===== config.mk =====
export PLATFORM = sky130hd
export DESIGN_NAME = gtg_front
export DESIGN_NICKNAME = d
export VERILOG_FILES = /design/src/design/gtg_pkg.sv /design/src/design/gtg_front.sv
export SDC_FILE = /design/constraint.sdc
export NUM_CORES = 1
export LEC_CHECK = 0
export BUFFER_PORTS_ARGS = -buffer_cell sky130_fd_sc_hd__buf_2
export CORE_ASPECT_RATIO = 0.6
export CORE_UTILIZATION = 30
export CTS_CLUSTER_SIZE = 12
export DETAILED_ROUTE_END_ITERATION = 8
export PLACE_DENSITY = 0.43
export SLEW_MARGIN = 30
export SYNTH_ARGS = -nofsm -noshare
export SYNTH_HDL_FRONTEND = slang
export SYNTH_SLANG_ARGS = --single-unit

===== constraint.sdc =====
create_clock -name clk -period 4.8 [get_ports clk]
set_clock_uncertainty 0.05 [all_clocks]
set_input_delay 0.24 -clock clk [delete_from_list [all_inputs] [get_ports clk]]
set_output_delay 0.24 -clock clk [all_outputs]
set_load 0.05 [all_outputs]

===== src/design/gtg_pkg.sv =====
// Shared types, constants and the arctangent table of the go-to-goal controller.
// Used by every module of the block; depends on nothing.
package gtg_pkg;

    localparam int HEAD_WIDTH   = 13;
    localparam int TOL_WIDTH    = 15;
    localparam int TURN_WIDTH   = 16;
    localparam int FRAC_BITS    = 10;
    localparam int CORDIC_FRAC  = 16;
    localparam int CORDIC_STEPS = 16;
    localparam int ZW           = 19;
    localparam int ADDR_WIDTH   = 4;
    localparam int DATA_WIDTH   = 32;

    localparam logic [ZW-2:0] PI_Q16      = 18'd205887;
    localparam logic [ZW-2:0] HALF_PI_Q16 = 18'd102944;
    localparam logic [ZW-1:0] ROUND_Q16   = 19'd32;

    typedef enum logic [1:0] {
        REG_DIST_TOL  = 2'd0,
        REG_ANGLE_TOL = 2'd1,
        REG_TURN_SPD  = 2'd2,
        REG_DRV_GAIN  = 2'd3
    } reg_index_t;

    // Flags that ride along with one pose through the pipeline.
    typedef struct packed {
        logic x_neg;
        logic y_neg;
        logic x_zero;
        logic near;
        logic head_neg;
        logic head_over;
    } gtg_ctl_t;

    // atan(2^-i) in Q.16.
    function automatic logic [ZW-2:0] atan_q16(input int i);
        logic [ZW-2:0] v;
        case (i)
            0:       v = 18'd51472;
            1:       v = 18'd30385;
            2:       v = 18'd16055;
            3:       v = 18'd8150;
            4:       v = 18'd4091;
            5:       v = 18'd2047;
            6:       v = 18'd1024;
            7:       v = 18'd512;
            8:       v = 18'd256;
            9:       v = 18'd128;
            10:      v = 18'd64;
            11:      v = 18'd32;
            12:      v = 18'd16;
            13:      v = 18'd8;
            14:      v = 18'd4;
            15:      v = 18'd2;
            default: v = '0;
        endcase
        return v;
    endfunction

endpackage


===== src/design/gtg_front.sv =====
// Front end: magnitudes, squares and tolerance tests of one goal pose, two register stages.
// Depends on gtg_pkg.
module gtg_front
    import gtg_pkg::*;
#(
    parameter int W = 16
) (
    input  logic                  clk,
    input  logic                  rst_n,
    input  logic                  valid_i,
    output logic                  ready_o,
    input  logic signed [W-1:0]   goal_x,
    input  logic signed [W-1:0]   goal_y,
    input  logic signed [HEAD_WIDTH-1:0] goal_heading,
    input  logic [TOL_WIDTH-1:0]  dist_tol,
    input  logic [TOL_WIDTH-1:0]  angle_tol,
    output logic                  valid_o,
    input  logic                  ready_i,
    output gtg_ctl_t              ctl_o,
    output logic [W-1:0]          ux_o,
    output logic [W-1:0]          uy_o,
    output logic [2*W-1:0]        s_o
);

    localparam int SW = (2*W > 2*TOL_WIDTH) ? 2*W : 2*TOL_WIDTH;

    logic                   v1_reg, v2_reg;
    logic                   en1, en2;
    gtg_ctl_t               ctl1_reg, ctl1_next, ctl2_reg, ctl2_next;
    logic [W-1:0]           ux1_reg, uy1_reg, ux1_next, uy1_next, ux2_reg, uy2_reg;
    logic [2*W-1:0]         xx_reg, yy_reg, s2_reg, s_sum;
    logic [2*TOL_WIDTH-1:0] dt2_reg;
    logic [HEAD_WIDTH-1:0]  ah;

    assign en2     = !v2_reg || ready_i;
    assign en1     = !v1_reg || en2;
    assign ready_o = en1;

    always_comb
    begin
        ux1_next = goal_x[W-1] ? (~goal_x + 1'b1) : goal_x;
        uy1_next = goal_y[W-1] ? (~goal_y + 1'b1) : goal_y;
        ah       = goal_heading[HEAD_WIDTH-1] ? (~goal_heading + 1'b1) : goal_heading;
        ctl1_next.x_neg     = goal_x[W-1];
        ctl1_next.y_neg     = goal_y[W-1];
        ctl1_next.x_zero    = (goal_x == '0);
        ctl1_next.near      = 1'b0;
        ctl1_next.head_neg  = goal_heading[HEAD_WIDTH-1];
        ctl1_next.head_over = {{(TOL_WIDTH-HEAD_WIDTH){1'b0}}, ah} > angle_tol;
    end

    assign s_sum = xx_reg + yy_reg;

    always_comb
    begin
        ctl2_next      = ctl1_reg;
        ctl2_next.near = SW'(s_sum) < SW'(dt2_reg);
    end

    always_ff @(posedge clk or negedge rst_n)
    begin
        if (!rst_n)
        begin
            v1_reg <= 1'b0;
            v2_reg <= 1'b0;
        end
        else
        begin
            if (en1)
                v1_reg <= valid_i;
            if (en2)
                v2_reg <= v1_reg;
        end
    end

    always_ff @(posedge clk)
    begin
        if (en1 && valid_i)
        begin
            ctl1_reg <= ctl1_next;
            ux1_reg  <= ux1_next;
            uy1_reg  <= uy1_next;
            xx_reg   <= ux1_next * ux1_next;
            yy_reg   <= uy1_next * uy1_next;
            dt2_reg  <= dist_tol * dist_tol;
        end
        if (en2 && v1_reg)
        begin
            ctl2_reg <= ctl2_next;
            ux2_reg  <= ux1_reg;
            uy2_reg  <= uy1_reg;
            s2_reg   <= s_sum;
        end
    end

    assign valid_o = v2_reg;
    assign ctl_o   = ctl2_reg;
    assign ux_o    = ux2_reg;
    assign uy_o    = uy2_reg;
    assign s_o     = s2_reg;

endmodule


### Word-level counts from Yosys, hierarchy flattened

Index checks and enable logic that the tools add are counted.

* add/sub/neg operators: 4
* multiply operators: 3
* order comparisons: 2
* multiplexer cells: 3
* bitwise gates (word level): 3
* reduce and logical (&&, ||, !) cells: 7

Operators with widths (count)
* multiplier 16 x 16 -> 32 bit: 2
* adder 16 x 1 -> 16 bit (second input constant): 2
* adder 32 bit: 1
* < comparator 32 x 30 -> 1 bit: 1
* 2-to-1 mux 16 bit: 2
* NOT 16 bit: 2
* multiplier 15 x 15 -> 30 bit: 1
* logical NOT 16 bit: 1
* > comparator 13 x 15 -> 1 bit: 1
* adder 13 x 1 -> 13 bit (second input constant): 1
* 2-to-1 mux 13 bit: 1
* NOT 13 bit: 1
* logical AND 1 bit: 2
* logical NOT 1 bit: 2
* logical OR 1 bit: 2

* bits in registers: 203
* bits of input ports: 79
* output and inout bits: 72
* logic and storage cells: 43

### Longest topological paths before layout

* word-level depth: 4
* depth in mapped cells: 33
* gate-level depth less buffers: 32

### Least setup slack after synthesis

Ideal clock, no wire load.

* path kind: input to register
* start point: input goal_x[0]
* end point: register xx_reg[30] (data pin)
* setup time: 0.264 ns
* arrival: 7.540 ns
* required time: 4.486 ns
* slack: -3.054 ns
* cell stages on the path: 31
* path buffers: 1
* cell sequence: inv_1 -> clkbuf_1 -> ha_1 -> nand2_1 -> nor3_1 -> nand2_1 -> o31ai_1 -> xor2_1 -> clkinv_1 -> nand2_1 -> inv_1 -> fa_1 -> inv_1 -> fa_1 -> inv_1 -> fa_1 -> fa_1 -> fa_1 -> inv_1 -> fa_1 -> inv_1 -> ha_1 -> a21o_1 -> a21o_1 -> a2111oi_0 -> nand3_1 -> a21o_1 -> nand3_1 -> o31ai_1 -> a221oi_1 -> xnor2_1

* word-level cells in the longest chain between the ends: 4

Ends and longest elaborated chain
* start, declared: RTL line gtg_front.sv:12 `input logic signed [W-1:0] goal_x,`
* NOT 16 bit: RTL line gtg_front.sv:41 `ux1_next = goal_x[W-1] ? (~goal_x + 1'b1) : goal_x;`
* adder 16 x 1 -> 16 bit: RTL line gtg_front.sv:41
* 2-to-1 mux 16 bit: RTL line gtg_front.sv:41
* net ux1_next[10]: RTL line gtg_front.sv:30 `logic [W-1:0] ux1_reg, uy1_reg, ux1_next, uy1_next, ux2_reg, uy2_reg;`
* multiplier 16 x 16 -> 32 bit: RTL line gtg_front.sv:83 `xx_reg <= ux1_next * ux1_next;`
* end signal, assigned: RTL line gtg_front.sv:83
* end, declared: RTL line gtg_front.sv:31 `logic [2*W-1:0] xx_reg, yy_reg, s2_reg, s_sum;`

The timed path passes the listed nets, and every way through them passes these cells.
A chain may end at the register's enable or synchronous reset.

### Worst setup path in the final report

* start point: input goal_y[5]
* end point: register yy_reg[29] (data pin)

* word-level cells in the longest chain between the ends: 4

Ends and longest elaborated chain
* start, declared: RTL line gtg_front.sv:13 `input logic signed [W-1:0] goal_y,`
* NOT 16 bit: RTL line gtg_front.sv:42 `uy1_next = goal_y[W-1] ? (~goal_y + 1'b1) : goal_y;`
* adder 16 x 1 -> 16 bit: RTL line gtg_front.sv:42
* 2-to-1 mux 16 bit: RTL line gtg_front.sv:42
* net uy1_next[12]: RTL line gtg_front.sv:30
* multiplier 16 x 16 -> 32 bit: RTL line gtg_front.sv:84 `yy_reg <= uy1_next * uy1_next;`
* end signal, assigned: RTL line gtg_front.sv:84
* end, declared: RTL line gtg_front.sv:31

The timed path passes the listed nets, and every way through them passes these cells.

==> run metrics <==
max-cap check violation count=0; Iter 0 DRT Violations=948; Async S/R FF share, synth=slightly above 1%; Storage cell area=approximately 6000 µm²; top_reg_cell synth=edfxtp_1; vias=21,800; First-pass DRT Iterations=5; overall global routing resource usage=around 17%; initial antenna violation count=1; Tmin final=6.99 ns; Nets=~4,600; Syn-to-layout area delta=37.4%; critical path class=primary input to flip-flop; CP max-delay cell=or4_4; Post-DP HPWL=between 60,000 and 70,000 µm; cell count after synthesis=2,868; layout cell share with drive strength beyond 1=34.6%; first-pass GRT wire length=about 130,000 µm; gpl congestion=between 0.8 and 0.9; Slew Limit Fails=0; Worst Setup End Kind=flip-flop; initial core utilization=30.5%; Num CTS Buffers=17; drt wl/cell=16.5 µm; violated checks=setup timing; DIE AREA=just under 100,000 µm²; EDFF count, synth=around 200; H-tree Lvls=4; Startpoint Class=primary input; Clock Latency Late Sink=0.53 ns; CP most frequent cell=fa_1; Rel. slew slack=between 30% and 40%; ranking of synthesized cells by area=fa_1 (32%), edfxtp_1 (20%), ha_1 (15%); Routed Antenna Nets=0; max reg flops=32; FMAX=approximately 0.14 GHz; crit-path max cell delay=roughly 0.54 ns; RSZ-0062 raised after global routing=true; Clock Pin Slew Worst Setup and Hold Paths=0.08 ns; Worst Tran Pin Value=between 0.9 and 1 ns; area share of the largest cell type after synthesis=32.3%; delay-heaviest family, CP=adder cells; slack of the critical path=-2.19 ns; Post-route DRC=0; fill count=slightly above 9,000; Final Hold Vio Count=0; fin crit share=146%; Unique masters post-synth=between 60 and 70; Top-Level Pins=151; Longest Clk Path Bufs=2; Worst EP arrival=about 7.2 ns; Mapped Area=28,900 µm²; clk sinks=roughly 200; Die Wd=around 400 µm; final cell count without fillers=4,922; WP buf/inv=5; grt ovf=0; min-delay worst type=primary input to flip-flop; cell taking the most area after synthesis=fa_1; Die Height=242 µm; syn_area_per_cell=10.1 µm²; Synth warnings=0; count leader, synth=inv_1; required time worst endpoint=5.02 ns; via/cell ratio=between 4 and 5; DP Cell Count=approximately 4,800; multi-input logic area=roughly 23,000 µm²; register area share after synthesis=between 20% and 30%; Final setup viols=between 50 and 60; outcome=finished with violations; PortBufs=150; Yosys reg bits=about 200; Routed WL=between 80,000 and 90,000 µm; top cells by count, synth=inv_1 (711), fa_1 (466), ha_1 (354), nand2_1 (221), edfxtp_1 (196); CTS Root Cell=clkbuf_16; CTS tree=yes; largest net degree at the start of global routing=127; vias in the first global route=roughly 24,000; Row Count=87; CP max FO=4; core area=between 90,000 and 100,000 µm²
cell type report:
type | instances | share of cell area [%]
Clock inverter | 15 | 0.463
Multi-Input combinational cell | 1926 | 57.0
Antenna cell | 1 | 0.00630
Timing Repair Buffer | 795 | 15.6
Sequential cell | 198 | 14.9
Clock buffer | 17 | 1.07
Inverter | 724 | 7.00
Tap cell | 1246 | 3.93
what timing repair did:
| item | in CTS | in global routing |
|---|---|---|
| endpoints found under the setup margin | 65 | 68 |
| endpoints found under the hold margin | 6 | 0 |
| hold buffers | 7 | 0 |
| pin swaps | 176 | 178 |
| cloned | 0 | 2 |
| setup buffers | 72 | 45 |
| resized for setup | 310 | 234 |
cells by family (layout without fill, tap and decap cells):
family                   after synthesis  count (layout)  synth area share, %
XOR/XNOR                             157             157                 4.78
AO/OA/AOI/OAI                        308             308                 7.37
adder cells (fa/ha/maj)              820             820                 47.6
multiplexers                           1               1               0.0390
AND/OR/NAND/NOR                      617             617                 9.72
other                                  2              24               0.0260
flip-flops                           198             198                 20.5
buffers and inverters                765            1551                 9.93
routing by layer:
metal,up-vias,global-route usage (%),wire length [µm]
li1,10600,-,-
met4,0,2.92,753
met1,10900,26.3,42700
met3,42,3.66,3610
met5,-,0,0
met2,295,25.0,34000
worst register-to-register path, cell delays in order (launching register included):
cell	delay [ns]
edfxtp_1	0.51
ha_1	0.38
a21oi_2	0.09
nand4b_1	0.30
a21oi_1	0.29
o21a_1	0.19
o21a_1	0.15
nor2_1	0.05
xnor2_1	0.35
ha_1	0.33
and3_1	0.17
a221o_1	0.31
a21oi_1	0.14
o21ai_0	0.13
a2111oi_2	0.41
o21ai_1	0.17
a21oi_2	0.20
o211a_1	0.16
cells in the final DEF, fill, tap and decap left out, types with 45 or more instances in the layout:
cell type / instances
edfxtp_1: 196
buf_2: 130
ha_1: 306
fa_1: 437
nand2_1: 167
nor2_1: 155
inv_2: 62
buf_6: 85
buf_4: 554
a21o_1: 50
inv_1: 642
xnor2_1: 85
a21oi_1: 46
and2_1: 45
metrics by stage:
stage / utilization, % / worst slack [ns] / area, µm² / hold WS, ns / setup TNS, ns
floorplan: - / -2.54 / 29900 / -0.106 / -83.48
global placement: 38.1 / -2.78 / 36100 / -0.0250 / -116.05
detailed placement: 38.1 / -2.85 / 36100 / -0.0208 / -119.36
CTS: 40.7 / -2.16 / 38500 / 0.000401 / -65.26
global route: 41.9 / -2.39 / 39700 / 0.0153 / -78.59
finish: 41.9 / -2.19 / 39700 / 0.0494 / -66.75
final timing paths:
path / from / depth (start not counted) / slack (ns) / end
worst max register to register: xx_reg[3] / 17 / 0.29 / ctl_o[2]
worst max-delay path: goal_y[5] / 26 / -2.19 / yy_reg[29]
max in group asynchronous: rst_n / 3 / 4.06 / valid_o
min in group asynchronous: rst_n / 3 / 0.51 / v1_reg
worst min register to register: uy1_reg[6] / 0 / 0.37 / uy_o[6]
worst min-delay path: goal_y[0] / 2 / 0.05 / uy1_reg[0]
Power is not shown: default switching activity piles up to over one toggle a cycle in this logic, so the estimate is an artifact.
