--- config.mk ---
export PLATFORM = sky130hd
export DESIGN_NAME = gtg_cell
export DESIGN_NICKNAME = d
export VERILOG_FILES = /design/src/design/gtg_pkg.sv /design/src/design/gtg_cell.sv
export SDC_FILE = /design/constraint.sdc
export NUM_CORES = 1
export LEC_CHECK = 0
export ABC_CLOCK_PERIOD_IN_PS = 7500
export BUFFER_PORTS_ARGS = -buffer_cell sky130_fd_sc_hd__buf_4
export CAP_MARGIN = 20
export CORE_UTILIZATION = 40
export DETAILED_ROUTE_END_ITERATION = 7
export PLACE_DENSITY = 0.74
export SYNTH_ARGS = -nofsm -noshare
export SYNTH_HDL_FRONTEND = slang
export SYNTH_SLANG_ARGS = --single-unit
--- constraint.sdc ---
create_clock -name clk -period 7.5 [get_ports clk]
set_input_delay 0.75 -clock clk [delete_from_list [all_inputs] [get_ports clk]]
set_output_delay 0.75 -clock clk [all_outputs]
set_load 0.03 [all_outputs]
--- src/design/gtg_pkg.sv ---
// Shared types, constants and the arctangent table of the go-to-goal controller.
// Used by every module of the block; depends on nothing.
package gtg_pkg;

    localparam int HEAD_WIDTH   = 13;
    localparam int TOL_WIDTH    = 15;
    localparam int TURN_WIDTH   = 16;
    localparam int FRAC_BITS    = 10;
    localparam int CORDIC_FRAC  = 16;
    localparam int CORDIC_STEPS = 16;
    localparam int ZW           = 19;
    localparam int ADDR_WIDTH   = 4;
    localparam int DATA_WIDTH   = 32;

    localparam logic [ZW-2:0] PI_Q16      = 18'd205887;
    localparam logic [ZW-2:0] HALF_PI_Q16 = 18'd102944;
    localparam logic [ZW-1:0] ROUND_Q16   = 19'd32;

    typedef enum logic [1:0] {
        REG_DIST_TOL  = 2'd0,
        REG_ANGLE_TOL = 2'd1,
        REG_TURN_SPD  = 2'd2,
        REG_DRV_GAIN  = 2'd3
    } reg_index_t;

    // Flags that ride along with one pose through the pipeline.
    typedef struct packed {
        logic x_neg;
        logic y_neg;
        logic x_zero;
        logic near;
        logic head_neg;
        logic head_over;
    } gtg_ctl_t;

    // atan(2^-i) in Q.16.
    function automatic logic [ZW-2:0] atan_q16(input int i);
        logic [ZW-2:0] v;
        case (i)
            0:       v = 18'd51472;
            1:       v = 18'd30385;
            2:       v = 18'd16055;
            3:       v = 18'd8150;
            4:       v = 18'd4091;
            5:       v = 18'd2047;
            6:       v = 18'd1024;
            7:       v = 18'd512;
            8:       v = 18'd256;
            9:       v = 18'd128;
            10:      v = 18'd64;
            11:      v = 18'd32;
            12:      v = 18'd16;
            13:      v = 18'd8;
            14:      v = 18'd4;
            15:      v = 18'd2;
            default: v = '0;
        endcase
        return v;
    endfunction

endpackage

--- src/design/gtg_cell.sv ---
// One cell of the chain: a CORDIC vectoring step, one digit of one of the two square roots, or both.
// Depends on gtg_pkg.
module gtg_cell
    import gtg_pkg::*;
#(
    parameter int W    = 16,
    parameter int STEP = 0
) (
    input  logic                         clk,
    input  logic                         rst_n,
    input  logic                         valid_i,
    output logic                         ready_o,
    input  gtg_ctl_t                     ctl_i,
    input  logic signed [W+18:0]         cx_i,
    input  logic signed [W+18:0]         cy_i,
    input  logic signed [ZW-1:0]         z_i,
    input  logic [2*W-1:0]               rad1_i,
    input  logic [W-1:0]                 root1_i,
    input  logic [W+2:0]                 rem1_i,
    input  logic [2*((W+11)/2)-1:0]      rad2_i,
    input  logic [(W+11)/2-1:0]          root2_i,
    input  logic [(W+11)/2+2:0]          rem2_i,
    output logic                         valid_o,
    input  logic                         ready_i,
    output gtg_ctl_t                     ctl_o,
    output logic signed [W+18:0]         cx_o,
    output logic signed [W+18:0]         cy_o,
    output logic signed [ZW-1:0]         z_o,
    output logic [2*W-1:0]               rad1_o,
    output logic [W-1:0]                 root1_o,
    output logic [W+2:0]                 rem1_o,
    output logic [2*((W+11)/2)-1:0]      rad2_o,
    output logic [(W+11)/2-1:0]          root2_o,
    output logic [(W+11)/2+2:0]          rem2_o
);

    localparam int CW = W + 19;
    localparam int N1 = W;
    localparam int R1 = W + 3;
    localparam int N2 = (W + 11) / 2;
    localparam int M2 = 2 * N2;
    localparam int R2 = N2 + 3;

    logic                  v_reg, en;
    gtg_ctl_t              ctl_reg;
    logic signed [CW-1:0]  cx_reg, cy_reg, cx_next, cy_next;
    logic signed [ZW-1:0]  z_reg, z_next;
    logic [2*W-1:0]        rad1_reg, rad1_next;
    logic [N1-1:0]         root1_reg, root1_next;
    logic [R1-1:0]         rem1_reg, rem1_next, t1, trial1;
    logic [M2-1:0]         rad2_reg, rad2_next, rad2_src;
    logic [N2-1:0]         root2_reg, root2_next, root2_src;
    logic [R2-1:0]         rem2_reg, rem2_next, rem2_src, t2, trial2;

    assign en      = !v_reg || ready_i;
    assign ready_o = en;

    always_comb
    begin
        cx_next = cx_i;
        cy_next = cy_i;
        z_next  = z_i;
        if (STEP < CORDIC_STEPS)
        begin
            if (!cy_i[CW-1] && (cy_i != '0))
            begin
                cx_next = cx_i + (cy_i >>> STEP);
                cy_next = cy_i - (cx_i >>> STEP);
                z_next  = z_i + $signed({1'b0, atan_q16(STEP)});
            end
            else
            begin
                cx_next = cx_i - (cy_i >>> STEP);
                cy_next = cy_i + (cx_i >>> STEP);
                z_next  = z_i - $signed({1'b0, atan_q16(STEP)});
            end
        end
    end

    // First root: distance from the squared norm, two radicand bits per cell.
    always_comb
    begin
        rad1_next  = rad1_i;
        root1_next = root1_i;
        rem1_next  = rem1_i;
        t1         = {rem1_i[R1-3:0], rad1_i[2*W-1 -: 2]};
        trial1     = {1'b0, root1_i, 2'b01};
        if (STEP < N1)
        begin
            rad1_next = {rad1_i[2*W-3:0], 2'b00};
            if (t1 >= trial1)
            begin
                rem1_next  = t1 - trial1;
                root1_next = {root1_i[N1-2:0], 1'b1};
            end
            else
            begin
                rem1_next  = t1;
                root1_next = {root1_i[N1-2:0], 1'b0};
            end
        end
    end

    // Second root: square root of the distance taken as Q16.10, a Q8.5 result, starting where the first ends.
    always_comb
    begin
        if (STEP == N1)
        begin
            rad2_src  = M2'({root1_i, {FRAC_BITS{1'b0}}});
            root2_src = '0;
            rem2_src  = '0;
        end
        else
        begin
            rad2_src  = rad2_i;
            root2_src = root2_i;
            rem2_src  = rem2_i;
        end
        rad2_next  = rad2_src;
        root2_next = root2_src;
        rem2_next  = rem2_src;
        t2         = {rem2_src[R2-3:0], rad2_src[M2-1 -: 2]};
        trial2     = {1'b0, root2_src, 2'b01};
        if (STEP >= N1 && STEP < N1 + N2)
        begin
            rad2_next = {rad2_src[M2-3:0], 2'b00};
            if (t2 >= trial2)
            begin
                rem2_next  = t2 - trial2;
                root2_next = {root2_src[N2-2:0], 1'b1};
            end
            else
            begin
                rem2_next  = t2;
                root2_next = {root2_src[N2-2:0], 1'b0};
            end
        end
    end

    always_ff @(posedge clk or negedge rst_n)
    begin
        if (!rst_n)
            v_reg <= 1'b0;
        else if (en)
            v_reg <= valid_i;
    end

    always_ff @(posedge clk)
    begin
        if (en && valid_i)
        begin
            ctl_reg   <= ctl_i;
            cx_reg    <= cx_next;
            cy_reg    <= cy_next;
            z_reg     <= z_next;
            rad1_reg  <= rad1_next;
            root1_reg <= root1_next;
            rem1_reg  <= rem1_next;
            rad2_reg  <= rad2_next;
            root2_reg <= root2_next;
            rem2_reg  <= rem2_next;
        end
    end

    assign valid_o = v_reg;
    assign ctl_o   = ctl_reg;
    assign cx_o    = cx_reg;
    assign cy_o    = cy_reg;
    assign z_o     = z_reg;
    assign rad1_o  = rad1_reg;
    assign root1_o = root1_reg;
    assign rem1_o  = rem1_reg;
    assign rad2_o  = rad2_reg;
    assign root2_o = root2_reg;
    assign rem2_o  = rem2_reg;

endmodule

======== Yosys cells after proc, flatten, opt, wreduce, memory -nomap -nowiden ========
Cells that the tools add are included.
cells by class
  add/sub/neg operators ................... 6
  order comparisons ....................... 1
  mux-type cells .......................... 5
  reductions and logical operators ........ 6
operator list
  kind                                                                   number
  35-bit two-way mux                                                     2
  35-bit subtractor                                                      2
  19-bit two-way mux                                                     2
  35-bit adder                                                           1
  35-bit nonzero test                                                    1
  19-bit by 17-bit adder with 19-bit output, second input constant       1
  19-bit by 18-bit >= comparator with 1-bit output                       1
  19-bit by 17-bit subtractor with 19-bit output, second input constant  1
  19-bit by 18-bit subtractor with 19-bit output                         1
  1-bit logical AND                                                      2
  1-bit logical NOT                                                      2
  1-bit logical OR                                                       1
  1-bit two-way mux                                                      1
word-level totals
  register bits after elaboration ......... 216
  input port bits ......................... 221
  output and inout bits ................... 219
  logic and storage cells ................. 34

======== Longest topological paths before layout ========
  depth in word-level cells ............... 3
  mapped depth ............................ 18
  mapped depth without buffers ............ 15

======== Least setup slack after synthesis ========
No wires, ideal clock.
  kind .................................... input to register
  start point ............................. input ready_i
  end point ............................... register ctl_reg (netlist bit ctl_o[0]), enable pin
  library setup time ...................... 0.600 ns
  data arrival time ....................... 5.997 ns
  required time ........................... 6.900 ns
  slack ................................... 0.903 ns
  cell stages on the path ................. 2
  path buffers ............................ 0
  cells stage by stage .................... nand2b_1 -> and2_1
between the ends
  longest elaborated chain between the ends .. 2
ends and longest elaborated chain
  what                    RTL line         RTL
  start: declaration      gtg_cell.sv:24   input logic ready_i,
  1-bit logical OR        gtg_cell.sv:55   assign en = !v_reg || ready_i;
  1-bit logical AND       gtg_cell.sv:150  if (en && valid_i)
  end signal: assignment  gtg_cell.sv:152  ctl_reg <= ctl_i;
  end: declaration        gtg_cell.sv:45   gtg_ctl_t ctl_reg;
Every way passes these cells.
A chain may end at the register's enable or synchronous reset.

======== Final worst setup path ========
  start point ............................. input cy_i[25]
  end point ............................... register z_reg[17], in the netlist z_o[17], data pin
between the ends
  longest elaborated chain between the ends .. 3
ends and longest elaborated chain
  what                    RTL line         RTL
  start: declaration      gtg_cell.sv:15   input logic signed [W+18:0] cy_i,
  35-bit nonzero test     gtg_cell.sv:65   if (!cy_i[CW-1] && (cy_i != '0))
  1-bit logical AND       gtg_cell.sv:65
  19-bit two-way mux      gtg_cell.sv:65
  via z_next[17]          gtg_cell.sv:47   logic signed [ZW-1:0] z_reg, z_next;
  end signal: assignment  gtg_cell.sv:155  z_reg <= z_next;
  end: declaration        gtg_cell.sv:47
The timed path passes the listed nets, and every way through them passes these cells.

==> impl_metrics.py <==
metrics = {
    "run_status": {
        "status": "complete, no violations",
    },
    "sta": {
        "holdWs_ps": 384,
        "fin_worst_skew_ps": 14.4,
        "timing.final.crit_share": 0.575,
        "fin_crit_ps": 4310,
        "grt_setup_unrepaired": "no",
        "fmax_mhz": 232,
        "setup_viol": 0,
        "worst_slew_pin_slew_ps": 1040,
        "worst_slack_ps": 3190,
        "hold_viol_final": 0,
        "tns_ps": 0,
        "max_slew_margin": 0.305,
        "slew_viol_final": 0,
    },
    "critical_path": {
        "endpoint_kind": "register",
        "critical_path_arrival_ps": 4600,
        "crit_fanout": 19,
        "worstPathRequired_ps": 7790,
        "criticalPathCategory": "input pin to register",
        "ff2ff_setup_slack_ps": 5060,
        "worstSetupStartpointType": "input pin",
    },
    "yosys": {
        "synth_edf_count": 214,
        "synthArstFlopShare": 0.00465,
        "syn_area_per_cell_um2": 10.1,
        "ys_types": 82,
        "ys.flop_type": "edfxtp_1",
        "syn-instance-count": 1415,
        "synth_warnings": 0,
        "syn_area_um2": 14300,
        "synth_seq_cells": 215,
        "ys_seq_area_frac": 0.451,
    },
    "cells_and_area": {
        "multiInputGateArea_um2": 7110,
        "final-instance-count-excl-fill": 2304,
        "seq_area_um2": 6450,
        "finish.instance_area_um2": 18800,
        "mostFrequentLayoutCells": "buf_4 (441), edfxtp_1 (214), a21oi_1 (154)",
        "layout-drive-gt1-share": 0.277,
        "fin_nets": 2189,
        "area_delta_synth_final_pct": 31.3,
        "n_fill_cell": 3056,
        "layout_commonest_cell": "buf_4",
        "postLayoutCoreUtil": 0.539,
        "insertedDiodeCount": 0,
    },
    "floorplan": {
        "die-height_um": 191,
        "dieArea_um2": 36500,
        "start_util": 0.410,
        "core_area_um2": 34900,
        "die_w_um": 191,
        "pin_count": 440,
        "rows": 68,
    },
    "cts": {
        "ctsResizeCount": 0,
        "cts_tree": "built",
        "clk_pin_slew_worst_paths_ps": 60,
        "cts_buffers": 25,
        "insertion_delay_ps": 540,
        "cts_max_path_buffers": 3,
        "cts.sinks": 215,
        "clockRootBuffer": "clkbuf_16",
        "htreeDepth": 1,
    },
    "grt": {
        "grt_pass1_vias": 11935,
        "grt_max_degree": 87,
        "grt_usage": 0.240,
        "antenna_found_initial": 2,
        "grt_pass1_wl_um": 67500,
        "grt-ovfl-total": 0,
    },
    "detailed_routing": {
        "dr.max_layer_used": "met5",
        "drtIter0Drc": 1086,
        "wl_met2_um": 22200,
        "num_vias": 12642,
        "drc": 0,
        "wirelength_um": 46000,
        "m1WireLength_um": 18200,
        "met3WireLength_um": 3670,
        "drt-pass1-iter-count": 5,
        "drt.antenna.violating_nets": 0,
        "vias_per_cell": 5.49,
        "wl_per_cell_um": 20.0,
    },
    "power": {
        "pwr-share-clk": 0.304,
        "p_leak_nw": 8.23,
        "power_switching_mw": 1.27,
        "finalPower_mw": 3.88,
        "p_per_area_nw_per_um2": 206,
        "seq_power_share": 0.386,
        "p_int_mw": 2.61,
        "ir_worst_vdd_mv": 0.182,
        "p_sw_frac": 0.327,
        "p_comb_frac": 0.311,
    },
    "place": {
        "post-dp-hpwl_um": 36100,
        "dpl-instance-area_um2": 18000,
        "port_buffers": 435,
        "preCtsSetupSlack_ps": 2680,
        "dp.cells": 2256,
        "gp_congestion": 0.940,
    },
    "hold_path": {
        "min_path_type": "input pin to register",
    },
    "run": {
        "cap_viol_max_count": 0,
    },
}
==> critical path, cell delays in order <==
cell and delay [ps]:
buf_4 140, nor4_1 660, nand4_1 240, nor3_1 170, or2_2 410, ha_1 330
a21o_1 160, a21o_1 200, a21oi_1 210, o21ai_1 140, a41o_1 270, o41ai_1 480
o21bai_1 150, a21oi_1 200, xnor2_1 80
==> power by group through the flow <==
| stage | combinational, mW | clock [mW] | sequential (mW) |
|---|---|---|---|
| 2_1_floorplan | 0.557 | 0 | 1.73 |
| 3_3_place_gp | 1.17 | 0 | 1.52 |
| 3_5_place_dp | 1.18 | 0 | 1.52 |
| 4_1_cts | 1.19 | 1.21 | 1.50 |
| 5_1_grt | 1.29 | 1.25 | 1.50 |
| 6_report | 1.20 | 1.18 | 1.50 |
==> logic make-up after synthesis <==
logic type      Yosys count  synth area share
other cells               1          0.000262
compound gates          424             0.191
flops                   215             0.451
fa+ha+maj               137             0.122
xor+xnor                 92            0.0563
buf+inv                 192            0.0530
simple gates            334             0.113
mux                      20            0.0141
==> state kept, by name (all words and copies together), names as in the netlist, 6 cells and up <==
signal   cells
rad1_o      30
rem2_o      16
z_o         19
ctl_o        6
rad2_o      26
root1_o     16
cy_o        34
root2_o     13
cx_o        35
rem1_o      19
==> per-layer routing <==
| metal | vias to the layer above | GRT usage |
|---|---|---|
| met5 | - | 0 |
| met4 | 4 | 0.0958 |
| met3 | 111 | 0.0494 |
| met2 | 565 | 0.411 |
| met1 | 5989 | 0.292 |
| li1 | 5973 | - |
==> final timing paths <==
kind	start	endpoint	cells after the start
min in group asynchronous	rst_n	valid_o$_DFFE_PN0N_	2
min	rem2_i[10]	rem2_o[10]$_DFFE_PP_	1
max	cy_i[25]	z_o[17]$_DFFE_PP_	15
min reg2reg	valid_o$_DFFE_PN0N_	valid_o$_DFFE_PN0N_	2
max in group asynchronous	rst_n	valid_o$_DFFE_PN0N_	2
max reg2reg	valid_o$_DFFE_PN0N_	rad2_o[9]$_DFFE_PP_	3
==> cell usage after synthesis, types with 14 or more instances <==
| master | n | share of area |
|---|---|---|
| edfxtp_1 | 214 | 0.45 |
| o21ai_1 | 16 | 0.0056 |
| mux2i_1 | 19 | 0.013 |
| inv_1 | 128 | 0.034 |
| ha_1 | 133 | 0.12 |
| nor4_1 | 16 | 0.0070 |
| clkbuf_1 | 31 | 0.0081 |
| xnor2_1 | 71 | 0.043 |
| nand2_1 | 58 | 0.015 |
| xor2_1 | 21 | 0.013 |
| nand4_1 | 14 | 0.0061 |
| nor2b_1 | 17 | 0.0074 |
| nor3_1 | 32 | 0.011 |
| o21ai_0 | 59 | 0.021 |
| nand2b_1 | 14 | 0.0061 |
| nand3_1 | 20 | 0.0070 |
| o21bai_1 | 26 | 0.014 |
| a31oi_1 | 17 | 0.0074 |
| a21o_1 | 37 | 0.019 |
| a21oi_1 | 154 | 0.054 |
| nor2_1 | 125 | 0.033 |
==> area by class of cell <==
type / instances / area share
flip-flops and latches: 215 / 0.343
clock buffers: 30 / 0.0343
well taps: 455 / 0.0303
repair buffers: 444 / 0.180
clock inverters: 15 / 0.00732
multi-input cells: 1009 / 0.378
inverters: 136 / 0.0272
==> repair_timing <==
action	4_1_cts	5_1_grt
setup endpoints to repair	0	0
buffers inserted	0	0
hold buffers	1	0
hold endpoints to repair	1	0
No activity file was read; power rests on OpenSTA's default activity.
