==> src/design/gtg_pkg.sv <==
// Shared types, constants and the arctangent table of the go-to-goal controller.
// Used by every module of the block; depends on nothing.
package gtg_pkg;

    localparam int HEAD_WIDTH   = 13;
    localparam int TOL_WIDTH    = 15;
    localparam int TURN_WIDTH   = 16;
    localparam int FRAC_BITS    = 10;
    localparam int CORDIC_FRAC  = 16;
    localparam int CORDIC_STEPS = 16;
    localparam int ZW           = 19;
    localparam int ADDR_WIDTH   = 4;
    localparam int DATA_WIDTH   = 32;

    localparam logic [ZW-2:0] PI_Q16      = 18'd205887;
    localparam logic [ZW-2:0] HALF_PI_Q16 = 18'd102944;
    localparam logic [ZW-1:0] ROUND_Q16   = 19'd32;

    typedef enum logic [1:0] {
        REG_DIST_TOL  = 2'd0,
        REG_ANGLE_TOL = 2'd1,
        REG_TURN_SPD  = 2'd2,
        REG_DRV_GAIN  = 2'd3
    } reg_index_t;

    // Flags that ride along with one pose through the pipeline.
    typedef struct packed {
        logic x_neg;
        logic y_neg;
        logic x_zero;
        logic near;
        logic head_neg;
        logic head_over;
    } gtg_ctl_t;

    // atan(2^-i) in Q.16.
    function automatic logic [ZW-2:0] atan_q16(input int i);
        logic [ZW-2:0] v;
        case (i)
            0:       v = 18'd51472;
            1:       v = 18'd30385;
            2:       v = 18'd16055;
            3:       v = 18'd8150;
            4:       v = 18'd4091;
            5:       v = 18'd2047;
            6:       v = 18'd1024;
            7:       v = 18'd512;
            8:       v = 18'd256;
            9:       v = 18'd128;
            10:      v = 18'd64;
            11:      v = 18'd32;
            12:      v = 18'd16;
            13:      v = 18'd8;
            14:      v = 18'd4;
            15:      v = 18'd2;
            default: v = '0;
        endcase
        return v;
    endfunction

endpackage

==> src/design/gtg_back.sv <==
// Back end: bearing rounding, command selection, speed scaling and the result register.
// Depends on gtg_pkg.
module gtg_back
    import gtg_pkg::*;
#(
    parameter int W = 16
) (
    input  logic                          clk,
    input  logic                          rst_n,
    input  logic                          valid_i,
    output logic                          ready_o,
    input  gtg_ctl_t                      ctl_i,
    input  logic signed [ZW-1:0]          z_i,
    input  logic [(W+11)/2-1:0]           root2_i,
    input  logic [TOL_WIDTH-1:0]          angle_tol,
    input  logic [TOL_WIDTH-1:0]          turn_speed,
    input  logic [TOL_WIDTH-1:0]          drive_gain,
    output logic                          out_valid,
    input  logic                          out_ready,
    output logic [TOL_WIDTH-1:0]          forward_speed,
    output logic signed [TURN_WIDTH-1:0]  turn_rate,
    output logic                          reached
);

    localparam int N2 = (W + 11) / 2;
    localparam int PW = TOL_WIDTH + N2;

    logic                         v_reg, en;
    logic [TOL_WIDTH-1:0]         fwd_reg, fwd_next;
    logic signed [TURN_WIDTH-1:0] turn_reg, turn_next, ts_pos, ts_neg;
    logic                         reached_reg, reached_next;
    logic [ZW-2:0]                zc, zb;
    logic [ZW-1:0]                zr;
    logic [ZW-7:0]                mag;
    logic [PW-1:0]                prod;
    logic [PW-FRAC_BITS-1:0]      scaled;

    assign en      = !v_reg || out_ready;
    assign ready_o = en;

    always_comb
    begin
        if (z_i[ZW-1])
            zc = '0;
        else if (z_i[ZW-2:0] > HALF_PI_Q16)
            zc = HALF_PI_Q16;
        else
            zc = z_i[ZW-2:0];
        zb  = ctl_i.x_neg ? (PI_Q16 - zc) : zc;
        zr  = {1'b0, zb} + ROUND_Q16;
        mag = zr[ZW-1:6];

        prod   = drive_gain * root2_i;
        scaled = prod[PW-1:FRAC_BITS];
        ts_pos = {1'b0, turn_speed};
        ts_neg = -ts_pos;

        fwd_next     = '0;
        turn_next    = '0;
        reached_next = 1'b0;
        if (ctl_i.near)
        begin
            if (ctl_i.head_over)
                turn_next = ctl_i.head_neg ? ts_neg : ts_pos;
            else
                reached_next = 1'b1;
        end
        else if (ctl_i.x_zero || ({{(TOL_WIDTH-(ZW-6)){1'b0}}, mag} > angle_tol))
            turn_next = ctl_i.y_neg ? ts_neg : ts_pos;
        else if (scaled > (PW-FRAC_BITS)'({TOL_WIDTH{1'b1}}))
            fwd_next = {TOL_WIDTH{1'b1}};
        else
            fwd_next = scaled[TOL_WIDTH-1:0];
    end

    always_ff @(posedge clk or negedge rst_n)
    begin
        if (!rst_n)
            v_reg <= 1'b0;
        else if (en)
            v_reg <= valid_i;
    end

    always_ff @(posedge clk)
    begin
        if (en && valid_i)
        begin
            fwd_reg     <= fwd_next;
            turn_reg    <= turn_next;
            reached_reg <= reached_next;
        end
    end

    assign out_valid     = v_reg;
    assign forward_speed = fwd_reg;
    assign turn_rate     = turn_reg;
    assign reached       = reached_reg;

endmodule

==> config.mk <==
export PLATFORM = sky130hd
export DESIGN_NAME = gtg_back
export DESIGN_NICKNAME = d
export VERILOG_FILES = /design/src/design/gtg_pkg.sv /design/src/design/gtg_back.sv
export SDC_FILE = /design/constraint.sdc
export NUM_CORES = 1
export LEC_CHECK = 0
export BUFFER_PORTS_ARGS = -buffer_cell sky130_fd_sc_hd__buf_2
export CAP_MARGIN = 30
export CORE_ASPECT_RATIO = 1.5
export CORE_MARGIN = 1.5
export CORE_UTILIZATION = 30
export CTS_BUF_LIST = sky130_fd_sc_hd__clkbuf_8
export DETAILED_ROUTE_END_ITERATION = 8
export GPL_ROUTABILITY_DRIVEN = 0
export PLACE_DENSITY = 0.56
export REMOVE_ABC_BUFFERS = 1
export SYNTH_ARGS = -nofsm -noshare
export SYNTH_HDL_FRONTEND = slang
export SYNTH_SLANG_ARGS = --single-unit
export TNS_END_PERCENT = 20
==> constraint.sdc <==
create_clock -name clk -period 2 [get_ports clk]
set_clock_uncertainty 0.15 [all_clocks]
set_input_delay 0.1 -clock clk [delete_from_list [all_inputs] [get_ports clk]]
set_output_delay 0.1 -clock clk [all_outputs]
set_load 0.005 [all_outputs]
Word-level counts from Yosys, hierarchy flattened
Cells that the tools add are included.
{"block": "word_totals", "ff_bits": 33, "inputBits": 87, "elab_cells": 26}
{"block": "classes", "add_sub_neg": 3, "n_mul": 1, "n_lt_le_gt_ge": 3, "n_mux": 10, "n_reduce_logical": 5}
{"cell": "$mux 16", "n": 5}
{"cell": "$mux 18", "n": 3}
{"cell": "$mul 15x13->28", "n": 1}
{"cell": "$add 18x6->19 const B", "n": 1}
{"cell": "$gt 18x15->1 const B", "n": 1}
{"cell": "$gt 18x17->1 const B", "n": 1}
{"cell": "$sub 18x18->18 const A", "n": 1}
{"cell": "$neg 15->16", "n": 1}
{"cell": "$gt 13x15->1", "n": 1}
{"cell": "$mux 15", "n": 1}
{"cell": "$logic_or 1x1->1", "n": 2}
{"cell": "$reduce_or 2->1", "n": 1}
{"cell": "$logic_and 1x1->1", "n": 1}
{"cell": "$logic_not 1->1", "n": 1}
{"cell": "$mux 1", "n": 1}

Logic depth before layout (Yosys ltp)
Gate-level depths: netlist (run 1).
{"block": "logic_depth", "word_depth": 10, "ltp_mapped": 25, "mapped_depth_nobuf": 23}

Worst setup path before layout (run 1)
No wires, ideal clock.
{"block": "synth_path", "path_type": "input to register", "start": "input drive_gain[6]", "end": "register fwd_reg[1] (netlist: forward_speed[1]) (data pin)", "arrival_time_ns": 5.622, "setup_slack_ns": -4.026, "stages": 21, "path_buffers": 2, "cell_sequence": "clkbuf_1 and2_1 fa_1 inv_1 fa_1 inv_1 fa_1 fa_1 inv_1 fa_1 inv_1 ha_1 and3_1 and3_1 a211oi_1 o21ai_0 mux2i_1 a2111oi_2 o311ai_2 buf_2 o21a_1"}
{"block": "synth_between", "elab_chain_cells": 3}
{"element": "start, declared", "line_no": "gtg_back.sv:17", "rtl": "input logic [TOL_WIDTH-1:0] drive_gain,"}
{"element": "$mul 15x13->28 *", "line_no": "gtg_back.sv:53", "rtl": "prod = drive_gain * root2_i;"}
{"element": "$gt 18x15->1", "line_no": "gtg_back.sv:70", "rtl": "else if (scaled > (PW-FRAC_BITS)'({TOL_WIDTH{1'b1}}))"}
{"element": "$mux 15 *", "line_no": "gtg_back.sv:70"}
{"element": "end signal, assigned", "line_no": "gtg_back.sv:88", "rtl": "fwd_reg <= fwd_next;"}
{"element": "end, declared", "line_no": "gtg_back.sv:29", "rtl": "logic [TOL_WIDTH-1:0] fwd_reg, fwd_next;"}
Mark *: on every way between the ends. The rest lies on a longest branch, timed or not.
A chain may end at the register's enable or synchronous reset.

Worst setup path after layout (run 1)
{"block": "layout_path", "start": "input drive_gain[9]", "end": "register fwd_reg[7] (netlist: forward_speed[7]) (data pin)"}
Same word-level chain as after synthesis.

==> impl_metrics.tcl, run 1 <==
set metrics [dict create \
    finalNonFillerCells 1881 \
    leakagePower_nw 6.61 \
    wl_microns 28500 \
    clock-sinks 33 \
    ant_nets 0 \
    clk_pin_slew_ns 0.07 \
    period_minus_slack_ns 5.41 \
    clkPwrFrac 0.023 \
    grt_usage 0.175 \
    path_class "input pin to register" \
    synth_area_sq_mm 0.00945 \
    violations "setup timing" \
    critPathTopFamily "adder cells" \
    synth-seq-cells 33 \
    die-area_sq_mm 0.0326 \
    synth_cells 1129 \
    diodes 0 \
    synth_ff_type "edfxtp_1" \
    initial_core_util 0.304 \
    fin_crit_sh 2.70 \
    syn_area_per_cell_sq_um 8.37 \
    dp.cells 1834 \
    cellInternalPower_mw 10.8 \
    drc 0 \
    cts.path.max_buffers 2 \
    drt-initial-drc-count 241 \
    power_per_cell_area_mw_per_mm2 1550 \
    timing_hold_violations_final 0 \
    rsz0062_at_grt "yes" \
    crit_slowest_cell "fa_2" \
    ioPinCount 121 \
    grt_pass1_vias 9631 \
    pwr-share-comb 0.932 \
    vias 9062 \
    clkLatencyLatePin_ns 0.28 \
    overflow 0 \
    arrival_ns 5.30 \
    cts_root_buffer "clkbuf_8" \
    dp_hpwl_microns 24200 \
    firstDrtPassIters 6 \
    cts_max_level 2 \
    avgRoutedWirePerCell_microns 15.1 \
    sw_frac_of_total 0.481 \
    final_common_cell "buf_4" \
    max_stage_delay_ns 0.56 \
    cts_made_buffers 5 \
    timing.hold.ws_ns 0.00415 \
    grt_max_degree 33 \
    nets 1789 \
    rows 79 \
    ys_seq_area_frac 0.104 \
    synth-edff-count 32 \
    synthArstFlopShare 0.0303 \
    path_max_fanout 7 \
    crit_chain "buf_8, buf_6, nand2_4, fa_2, inv_2, fa_1, fa_2, fa_1, inv_1, fa_1, inv_2, ha_4, buf_6, buf_4, buf_4, a2111oi_4, o31ai_2, o21ai_1, a21oi_2, a2111oi_4, o311ai_4, buf_6, o21a_1" \
    drive_gt1_frac 0.364 \
    cap_viol_max_count 0 \
    maxSlewViolCount 0 \
    yosys_warnings 0 \
    vdd_drop_max_mv 1.44 \
    area_growth_pct 42.2 \
    start_kind "input pin" \
    cts_tree "built" \
    port_buffers 120 \
    layout_setup_ws_ns -3.41 \
    final_cell_mix "buf_4 (242), inv_1 (205), nand2_1 (133)" \
    routed_via_density 4.82 \
    slew_headroom 0.441 \
    nFillCells 3101 \
    setup-tns-final_ns -103.06 \
    hp-class "input pin to register" \
    die_w_microns 148 \
    p_seq_frac 0.045 \
    antenna_found_initial 0 \
    grt_pass1_wl_microns 45900 \
    synth_cell_type_count 72 \
    max_freq_mhz 185 \
    crit_buf_inv 9 \
    p_switching_mw 10.0 \
    finalSetupViolCount 31 \
    crit_path_end_kind "register" \
    status "complete, but fails checks" \
    worstMarginPinSlew_ns 0.818 \
    cp.required_ns 1.89 \
    die_h_microns 220 \
    core_sq_mm 0.0310 \
    largest_reg_flops 16 \
]
## cell families (layout without fill, tap and decap cells)
| kind of cell | after synthesis | in the layout | share of synthesized area |
|---|---|---|---|
| XOR/XNOR | 30 | 30 | 0.0278 |
| adder cells (fa/ha/maj) | 227 | 227 | 0.414 |
| buffers and inverters | 266 | 613 | 0.108 |
| multiplexers | 4 | 4 | 0.00424 |
| AO/OA/AOI/OAI | 210 | 210 | 0.146 |
| flip-flops | 33 | 33 | 0.104 |
| AND/OR/NAND/NOR | 358 | 358 | 0.196 |
| other | 1 | 1 | 0.000397 |
## power by group through the flow
stage / Combinational (mW) / Clock (mW) / Sequential (mW)
3_5_place_dp: 15.5 / 0 / 0.946
5_1_grt: 21.3 / 0.520 / 0.936
4_1_cts: 18.2 / 0.500 / 0.930
6_report: 19.4 / 0.489 / 0.929
3_3_place_gp: 15.4 / 0 / 0.943
2_1_floorplan: 8.81 / 0 / 0.941
## timing repair
item,4_1_cts,5_1_grt
pin swaps,100,46
gates resized for setup,157,64
endpoints found under the hold margin,3,0
setup endpoints to repair,31,31
hold buffers,5,0
buffers inserted,26,8
## Yosys cell counts, types with 6 or more instances
| cell | n | area (sq um) |
|---|---|---|
| a211oi_1 | 11 | 82.6 |
| a21o_1 | 13 | 97.6 |
| a21oi_1 | 67 | 335 |
| a31oi_1 | 6 | 37.5 |
| and2_1 | 94 | 588 |
| and3_1 | 6 | 37.5 |
| clkbuf_1 | 43 | 161 |
| edfxtp_1 | 32 | 961 |
| fa_1 | 142 | 2840 |
| ha_1 | 85 | 1060 |
| inv_1 | 216 | 811 |
| nand2_1 | 145 | 544 |
| nand2b_1 | 7 | 43.8 |
| nand4_1 | 7 | 43.8 |
| nor2_1 | 32 | 120 |
| nor2b_1 | 10 | 62.6 |
| nor3_1 | 12 | 60.1 |
| nor4_1 | 6 | 37.5 |
| o21a_1 | 21 | 158 |
| o21ai_0 | 36 | 180 |
| xnor2_1 | 18 | 158 |
| xor2_1 | 12 | 105 |
## worst paths after layout
kind,from,endpoint,slack [ns],cells past startpoint
max,drive_gain[9],forward_speed[7]$_SDFFCE_PP0P_,-3.41,23
min,ctl_i[0],reached$_SDFFCE_PN0P_,0.004,2
max reg2reg,out_valid$_DFFE_PN0N_,forward_speed[14]$_SDFFCE_PP0P_,0.51,3
min reg2reg,out_valid$_DFFE_PN0N_,turn_rate[10]$_DFFE_PP_,0.91,3
max in group asynchronous,rst_n,out_valid$_DFFE_PN0N_,1.12,3
min in group asynchronous,rst_n,out_valid$_DFFE_PN0N_,0.48,3
## final cells by class
class                      instances  area (sq um)  area share
multi-input combinational        830          8140       0.606
sequential                        33           986      0.0734
inverter                         216           811      0.0604
tap                              405           507      0.0377
timing repair buffer             389          2900       0.216
clock buffer                       5          68.8     0.00512
clock inverter                     3          17.5     0.00130
## layer usage
metal / vias up / global-route usage / part of all wire
li1: 4330 / - / -
met1: 4493 / 0.177 / 0.35
met2: 158 / 0.363 / 0.59
met3: 81 / 0.00887 / 0.017
met4: 0 / 0.0743 / 0.047
met5: - / 0 / 0
## stage by stage
| step | worst slack (ns) | area, sq um | power (mW) | utilization |
|---|---|---|---|---|
| floorplan | -4.01 | 9240 | 9.75 | - |
| global placement | -4.15 | 12100 | 16.4 | 0.390 |
| detailed placement | -4.22 | 12100 | 16.4 | 0.390 |
| CTS | -3.46 | 13000 | 19.7 | 0.420 |
| global route | -3.59 | 13400 | 22.7 | 0.433 |
| finish | -3.41 | 13400 | 20.8 | 0.433 |
(Power assumes the default switching activity.)
==> run 2, diff against run 1 <==
ABC_AREA = 1   (was default)
CAP_MARGIN = 20   (was 30)
PLACE_DENSITY = default   (was 0.56)
PLACE_DENSITY_LB_ADDON = 0.05   (was default)
==> run 2 against run 1 <==
The run still ends with setup timing left. Highest routed layer unchanged. Synthesized cell count up 20%. Register-to-register slack better by 0.11 ns. Sequential share of layout area up 0.059 points. Synthesized area up 2.7%. Worst setup slack better by 0.42 ns.
==> impl_metrics.tcl, run 2 <==
set metrics [dict create \
    clkLatencyLatePin_ns 0.30 \
    die_w_microns 150 \
    area_growth_pct 37.3 \
    multi_input_area_sq_mm 0.00764 \
    synth_top_area_frac 0.293 \
    die_h_microns 223 \
    fin_crit_sh 2.49 \
    yosys_warnings 0 \
    dp_hpwl_microns 24300 \
    cts.path.max_buffers 2 \
    cap_viol_max_count 0 \
    cts_made_buffers 5 \
    largest_reg_flops 16 \
    ant_nets 0 \
    clkPwrFrac 0.028 \
    syn_area_per_cell_sq_um 7.17 \
    seq_area_sq_um 986 \
    ys_seq_area_frac 0.102 \
    synth_cell_type_count 45 \
    clk_pin_slew_ns 0.07 \
    timing_hold_violations_final 0 \
    synthTopCellsByArea "fa_1 (29%), inv_1 (15%), nand2_1 (13%)" \
    setup-tns-final_ns -69.40 \
    r2r_cells 3 \
    grt_pass1_wl_microns 46400 \
    start_kind "input pin" \
    cellInternalPower_mw 11.0 \
    initial_core_util 0.305 \
    vias 8948 \
    wl_microns 27900 \
    final_common_cell "inv_1" \
    grt_max_degree 33 \
    crit_path_end_kind "register" \
    routed_via_density 4.31 \
    clock-sinks 33 \
    p_switching_mw 10.1 \
    arrival_ns 4.91 \
    port_buffers 120 \
    sw_frac_of_total 0.478 \
    grt_pass1_vias 9556 \
    die-area_sq_mm 0.0335 \
    synth_common_cells "inv_1 (391), nand2_1 (349), fa_1 (142), ha_1 (85), nor2_1 (62)" \
    layout_setup_ws_ns -2.99 \
    ioPinCount 121 \
    leakagePower_nw 7.61 \
    period_minus_slack_ns 4.99 \
    avgRoutedWirePerCell_microns 13.4 \
    nFillCells 3441 \
    synth-seq-cells 33 \
    cts_root_buffer "clkbuf_8" \
    rows 80 \
    rsz0062_at_grt "yes" \
    cts_tree "built" \
    synth-edff-count 32 \
    antenna_found_initial 0 \
    dp_slack_ns -3.71 \
    core_sq_mm 0.0318 \
    power_per_cell_area_mw_per_mm2 1590 \
    nets 1980 \
    path_max_fanout 12 \
    hp-class "input pin to register" \
    finalSetupViolCount 31 \
    cts_max_level 2 \
    vdd_drop_max_mv 1.16 \
    drt-initial-drc-count 247 \
    violations "setup timing" \
    synth_area_sq_mm 0.00970 \
    yosysTopAreaCell "fa_1" \
    diodes 0 \
    max_freq_mhz 200 \
    synth_ff_type "edfxtp_1" \
    drc 0 \
    path_class "input pin to register" \
    yosysMostFrequentCell "inv_1" \
    final_cell_mix "inv_1 (365), nand2_1 (317), buf_4 (196)" \
    grt_usage 0.174 \
    p_seq_frac 0.044 \
    final_core_util 0.419 \
    pwr-share-comb 0.928 \
    firstDrtPassIters 4 \
    overflow 0 \
    maxSlewViolCount 0 \
    synth_cells 1354 \
    drive_gt1_frac 0.302 \
    synthArstFlopShare 0.0303 \
    hold_path_depth 3 \
    status "complete, but fails checks" \
    cp.required_ns 1.92 \
]
## run 2: cell count changes in the layout (fill, tap and decap cells not counted), moves of 11 or more
cell / before / now
and2_1: 85 / 0
fa_1: 123 / 136
nor2_1: 30 / 52
fa_2: 19 / 6
nor2_2: 1 / 12
inv_1: 205 / 365
o21a_1: 20 / 2
nand2_1: 133 / 317
xor2_1: 11 / 22
nand2_2: 7 / 33
buf_4: 242 / 196
inv_2: 11 / 27
nand3_1: 4 / 32
## run 2: path summary, 6_finish.rpt
path	end	slack, ns	startpoint
min reg2reg	forward_speed[14]$_SDFFCE_PP0P_	0.70	out_valid$_DFFE_PN0N_
min	turn_rate[9]$_DFFE_PP_	0.01	turn_speed[9]
min in group asynchronous	out_valid$_DFFE_PN0N_	0.48	rst_n
max reg2reg	out_valid$_DFFE_PN0N_	0.62	out_valid$_DFFE_PN0N_
max	forward_speed[2]$_SDFFCE_PP0P_	-2.99	root2_i[9]
max in group asynchronous	out_valid$_DFFE_PN0N_	1.12	rst_n
## run 2: kinds of logic (layout without fill, tap and decap cells)
| logic type | Yosys count | after routing | synth area share |
|---|---|---|---|
| and+or+nand+nor | 500 | 500 | 0.217 |
| buffers and inverters | 433 | 746 | 0.170 |
| adders and majority gates | 227 | 227 | 0.403 |
| AOI/OAI and AO/OA | 122 | 122 | 0.0709 |
| xor gates and xnor gates | 38 | 38 | 0.0378 |
| DFF | 33 | 33 | 0.102 |
| other | 1 | 1 | 0.000386 |
## run 2: through the flow
stage          instance area, sq um  power (mW)  hold slack [ns]  cells
2_1_floorplan                  9540        9.51           -0.346   1315
3_3_place_gp                  12200        16.4           -0.274   2041
3_5_place_dp                  12200        16.3           -0.272   2041
4_1_cts                       13000        20.0          0.00379   2070
5_1_grt                       13300        23.4           0.0379   2077
6_report                      13300        21.2           0.0112   2077
## run 2: layout make-up
type	count	share of cell area
clock inverters	1	0.000376
repair buffers	344	0.196
multi-input cells	888	0.573
flip-flops and latches	33	0.0740
well taps	410	0.0385
clock buffers	7	0.00723
inverters	394	0.111
## run 2: what timing repair did
action	in CTS	in global routing
hold endpoints to repair	5	0
hold buffers	7	0
pin swaps	55	74
resized for setup	131	82
buffers inserted	13	8
gates cloned	1	0
setup endpoints to repair	31	31
## run 2: critical path, stage by stage
cell       delay (ns)
buf_8            0.13
nand2_1          0.09
fa_1             0.55
inv_2            0.04
fa_1             0.52
fa_1             0.54
fa_1             0.50
inv_1            0.06
fa_1             0.58
inv_2            0.06
ha_4             0.23
a21o_1           0.19
a31oi_4          0.15
nor2_2           0.06
nor3_2           0.22
nand3_2          0.09
xor2_1           0.18
nand3_2          0.10
a21oi_4          0.19
clkbuf_16        0.18
nand2_1          0.04
nand2_1          0.05
inv_1            0.04
## run 2: per-layer routing
layer	track usage	vias up	wire length [microns]
li1	-	4606	-
met1	0.196	4212	11300
met2	0.349	111	15600
met3	0.00777	19	494
met4	0.0414	0	478
met5	0	-	0
## run 2: power groups by stage
stage	clock [mW]	combinational (mW)	sequential [mW]
after floorplan	0	8.54	0.973
after global routing	0.632	21.8	0.949
final	0.595	19.6	0.936
after detailed placement	0	15.4	0.953
after global placement	0	15.5	0.953
after CTS	0.622	18.5	0.938
